### config.mk
export PLATFORM = sky130hd
export DESIGN_NAME = pct_mul
export DESIGN_NICKNAME = d
export VERILOG_FILES = /design/src/design/pct_pkg.sv /design/src/design/pct_mul.sv
export SDC_FILE = /design/constraint.sdc
export NUM_CORES = 2
export LEC_CHECK = 0
export BUFFER_PORTS_ARGS = -buffer_cell sky130_fd_sc_hd__buf_4
export CORE_MARGIN = 3
export CORE_UTILIZATION = 60
export DETAILED_ROUTE_END_ITERATION = 10
export HOLD_SLACK_MARGIN = 0.1
export PLACE_DENSITY = 0.81
export SLEW_MARGIN = 20
export SYNTH_ARGS = -nofsm -noshare
export SYNTH_HDL_FRONTEND = slang
export SYNTH_SLANG_ARGS = --single-unit
### constraint.sdc
create_clock -name clk -period 7.95 [get_ports clk]
set_clock_uncertainty 0.15 [all_clocks]
set_input_delay 1.59 -clock clk [delete_from_list [all_inputs] [get_ports clk]]
set_output_delay 1.59 -clock clk [all_outputs]
set_load 0.02 [all_outputs]
### src/design/pct_pkg.sv
// Shared widths, register codes and helpers for the partitioned clock-to-time block.
package pct_pkg;

  localparam int TICK_W    = 48;
  localparam int TIME_W    = 48;
  localparam int RATE_W    = 32;
  localparam int COUNT_W   = 6;
  localparam int IDX_W     = 5;
  localparam int CFG_W     = 48;
  localparam int CFG_IDX_W = 2;

  localparam int MAX_PARTITIONS_DEF = 32;

  // multiplier slice: the tick difference is split into two halves of this width
  localparam int MUL_A_W  = 24;
  localparam int MUL_P_W  = MUL_A_W + RATE_W;
  localparam int ACC_W    = TICK_W + RATE_W;
  localparam int FRAC_W   = 30;

  localparam logic [COUNT_W-1:0] COUNT_RESET = COUNT_W'(1);
  localparam logic [RATE_W-1:0]  RATE_RESET  = RATE_W'(32'h4000_0000);

  // round to nearest, ties toward +infinity, on the signed product
  localparam logic [ACC_W-1:0] ROUND_POS = ACC_W'(1) << (FRAC_W - 1);
  localparam logic [ACC_W-1:0] ROUND_NEG = (ACC_W'(1) << (FRAC_W - 1)) - ACC_W'(1);

  localparam logic ACT_LOAD    = 1'b0;
  localparam logic ACT_CONVERT = 1'b1;

  typedef enum logic [CFG_IDX_W-1:0] {
    REG_PART_COUNT = 2'd0,
    REG_START      = 2'd1,
    REG_BASE       = 2'd2,
    REG_RATE       = 2'd3
  } cfg_reg_t;

  typedef struct packed {
    logic [TICK_W-1:0] start;
    logic [TICK_W-1:0] stop;
  } part_entry_t;

endpackage

### src/design/pct_mul.sv
// Shared 24 x 32 unsigned multiplier with registered product.
module pct_mul
  import pct_pkg::*;
(
  input  logic               clk,
  input  logic [MUL_A_W-1:0] a,
  input  logic [RATE_W-1:0]  b,
  output logic [MUL_P_W-1:0] p
);

  always_ff @(posedge clk) begin
    p <= MUL_P_W'(a) * MUL_P_W'(b);
  end

endmodule

* Word-level counts from Yosys, hierarchy flattened *
Index checks and enable logic that the tools add are counted.

storage, ports and cells
  register bits = 56
  input port bits = 57

operators by class
  multipliers = 1

operator list
  operator          count
  $mul A24 B32 Y56  1

* Logic depth before layout (Yosys ltp) *
  depth after elaboration = 1
  gate-level depth with buffers = 25
  mapped depth without buffers = 23

* Least setup slack after synthesis *
OpenSTA, ideal clock, no wires.

  path kind = input-to-reg
  start point = in a[3]
  end point = reg p[37]
  cell stages on the path = 23
  arrival time = 7.436 ns
  setup slack = 0.273 ns
  setup time = 0.091 ns
  path through = clkbuf_1 > nand2_1 > fa_1 > inv_1 > fa_1 > inv_1 > fa_1 > fa_1 > inv_1 > fa_1 > fa_1 > inv_1 > fa_1 > inv_1 > ha_1 > buf_6 > a21o_1 > o21bai_1 > a221o_1 > a21o_1 > and3_1 > a311o_1 > a311oi_1

between the ends
  longest elaborated chain between the ends = 1

ends and longest elaborated chain
  element               RTL line       text
  from (decl)           pct_mul.sv:6   input logic [MUL_A_W-1:0] a,
  $mul A24 B32 Y56      pct_mul.sv:12  p <= MUL_P_W'(a) * MUL_P_W'(b);
  to (signal assigned)  pct_mul.sv:12
  to (decl)             pct_mul.sv:8   output logic [MUL_P_W-1:0] p

No other way between the ends.

* Worst setup path in the final report *
  start point = in a[12]
  end point = reg p[55]

Same word-level chain as after synthesis.

==> run metrics <==
share of the synthesized area in the top cell type=0.5026; Slew headroom=0.6418; synth top area cells=fa_1 50%, inv_1 10%, and2_1 9.4%; DRT antenna net count=0; Worst Tran Pin Value=523.8 ps; outcome=finished clean; Post-synth top flop=dfxtp_1; Tcrit/Tclk final=0.9882; min-delay worst type=primary input to flop; DR vias/cell=5.543; clk sinks=56; Initial Util=0.6165; post-synth top area cell=fa_1; Filler Cell Count=3,265; post-route cell area=29,340 µm²; first-pass GRT wire length=117.1 mm; Synth async-reset ratio=0; Area Overhead vs Synth=11.94%; max reg flops=56; final setup violation count=0; Critical Path End Type=flop; Setup TNS=0 ps; Max clock buf depth=2; Post-Route WL=70.94 mm; Post-Syn Nets=3,832; YS warnings=0; Largest Register=p; Worst Path Arrival=7910 ps; GR Util met1=0.3969; WS Path Type=primary input to flop; hold endpoint=p[0]; largest net degree at the start of global routing=21; Remaining Overflow, GRT=0; layout cell share with drive strength beyond 1=0.1289; sequential fraction of the synthesis area=0.04278; Port Buffers=112; final hold vios=0; largest fanout on the critical path=9; I/O pin cnt=113; EDFF count, synth=0; Syn Area/Cell=8.929 µm²; met3 Use GR=0.04633; most common cell after layout, fill and taps aside=inv_1; gp weighted congestion=0.9779; Core ar.=42,510 µm²; final critical-path required period=7857 ps; Yosys reg bits=56; M2 GR Usage=0.5545; HPWL Detailed=62.49 mm; Post-Syn Area=26,210 µm²; fin. max-slew vios=0; RSZ-0062 raised after global routing=true; CTS clk-pin slew, worst paths=80 ps; vias in the first global route=23.06k; Placed Area=28,980 µm²; die area=46,220 µm²; startpoint types=primary input; Synth Instances=2,935; CTS tree=built; Regs by FF count=p: 56 flops; routed via count=20.57k; distinct cell type count after synthesis=66; Total GRT Usage=0.3177; Max Cap Viol=0; DIE WIDTH=215.0 µm; post-layout net count=4,030; most frequent cells in the layout=727 x inv_1, 656 x fa_1, 424 x nand2_1, 392 x and2_1, 337 x buf_4; Root Buffer=clkbuf_16; Cells on Worst Hold Path=3; CTS Buf Count=5; # DRC=0; Die Ht=215.0 µm; DRT Pass-1 Iters=6; startpoint of the worst hold path=a[0]; CP required=8010 ps; initial antenna violation count=2; DRT iter0 DRCs=1,406; fmax=127.3 MHz; FP Rows=75; H-tree Lvls=2; GR peak layer=met2; WL/cell=19.11 µm
==> how the worst max path moves through the flow <==
stage	start	slack, ps	end
detailed placement	b[15]	-330	p[52]
floorplan	a[3]	270	p[37]
global placement	a[3]	-320	p[44]
finish	a[12]	90	p[55]
global route	a[12]	-90	p[55]
CTS	b[15]	30	p[55]
==> area by class of cell <==
| class | instances | area [µm²] | area share |
|---|---|---|---|
| clock buffer | 5 | 125.1 | 0.004265 |
| tap | 577 | 721.9 | 0.02461 |
| inverter | 727 | 2729 | 0.09302 |
| multi-input combinational | 1996 | 21920 | 0.7473 |
| timing repair buffer | 347 | 2686 | 0.09157 |
| sequential | 56 | 1121 | 0.03821 |
| clock inverter | 3 | 26.28 | 0.0008956 |
| antenna | 1 | 2.502 | 0.00008530 |
==> kinds of logic (layout without fill, tap and decap cells) <==
| group | after synthesis | count (layout) | share of synthesized area |
|---|---|---|---|
| and+or+nand+nor | 915 | 915 | 0.1746 |
| buffers and inverters | 883 | 1082 | 0.1272 |
| adders and majority gates | 840 | 840 | 0.5895 |
| AOI/OAI and AO/OA | 194 | 194 | 0.05013 |
| DFF | 56 | 56 | 0.04278 |
| xor gates and xnor gates | 47 | 47 | 0.01571 |
| other | 0 | 1 | 0 |
==> what timing repair did <==
| action | 4_1_cts | 5_1_grt |
|---|---|---|
| endpoints found under the setup margin | 3 | 17 |
| pin swaps | 0 | 15 |
| gates resized for setup | 3 | 43 |
| hold buffers | 0 | 0 |
| setup buffers | 0 | 2 |
==> stage by stage <==
stage          std cells  hold slack [ps]  setup WS [ps]    util
2_1_floorplan       2935             1567          273.1       -
3_3_place_gp        3701             1853         -321.9  0.6816
3_5_place_dp        3701             1852         -329.2  0.6816
4_1_cts             3709             1690          25.72  0.6856
5_1_grt             3712             1694         -86.06  0.6901
6_report            3712             1704          93.46  0.6901
==> critical path: stages <==
cell and delay, ps:
buf_4 170, and2_1 190, fa_1 560, inv_1 60
fa_1 480, inv_1 50, fa_1 490, inv_1 50
fa_1 560, inv_1 70, fa_2 570, fa_1 440
fa_1 480, ha_4 320, buf_4 110, and4_4 230
and3_1 190, nand3_1 130, a211oi_2 350, o31ai_4 140
a21oi_2 230, o21ai_1 140, a221oi_2 310
==> Yosys cell counts (8+ instances only) <==
master / count
and2_1: 392
and3_1: 10
inv_1: 727
o21ai_0: 29
fa_1: 658
ha_1: 182
nor2_1: 32
a211oi_1: 10
nand3_1: 20
dfxtp_1: 56
xnor2_1: 31
a21o_1: 19
nand2_1: 424
xor2_1: 16
o21bai_1: 12
clkbuf_1: 147
a21oi_1: 61
nand4_1: 12
o211ai_1: 8
==> metal layers <==
layer / up-vias / share of wire / routed length, µm
met5: - / 0 / 0
met4: 0 / 0.052 / 3693
met3: 242 / 0.077 / 5484
met2: 1001 / 0.51 / 35970
met1: 10457 / 0.36 / 25790
li1: 8874 / - / -
Power is not shown: default switching activity piles up to over one toggle a cycle in this logic, so the estimate is an artifact.
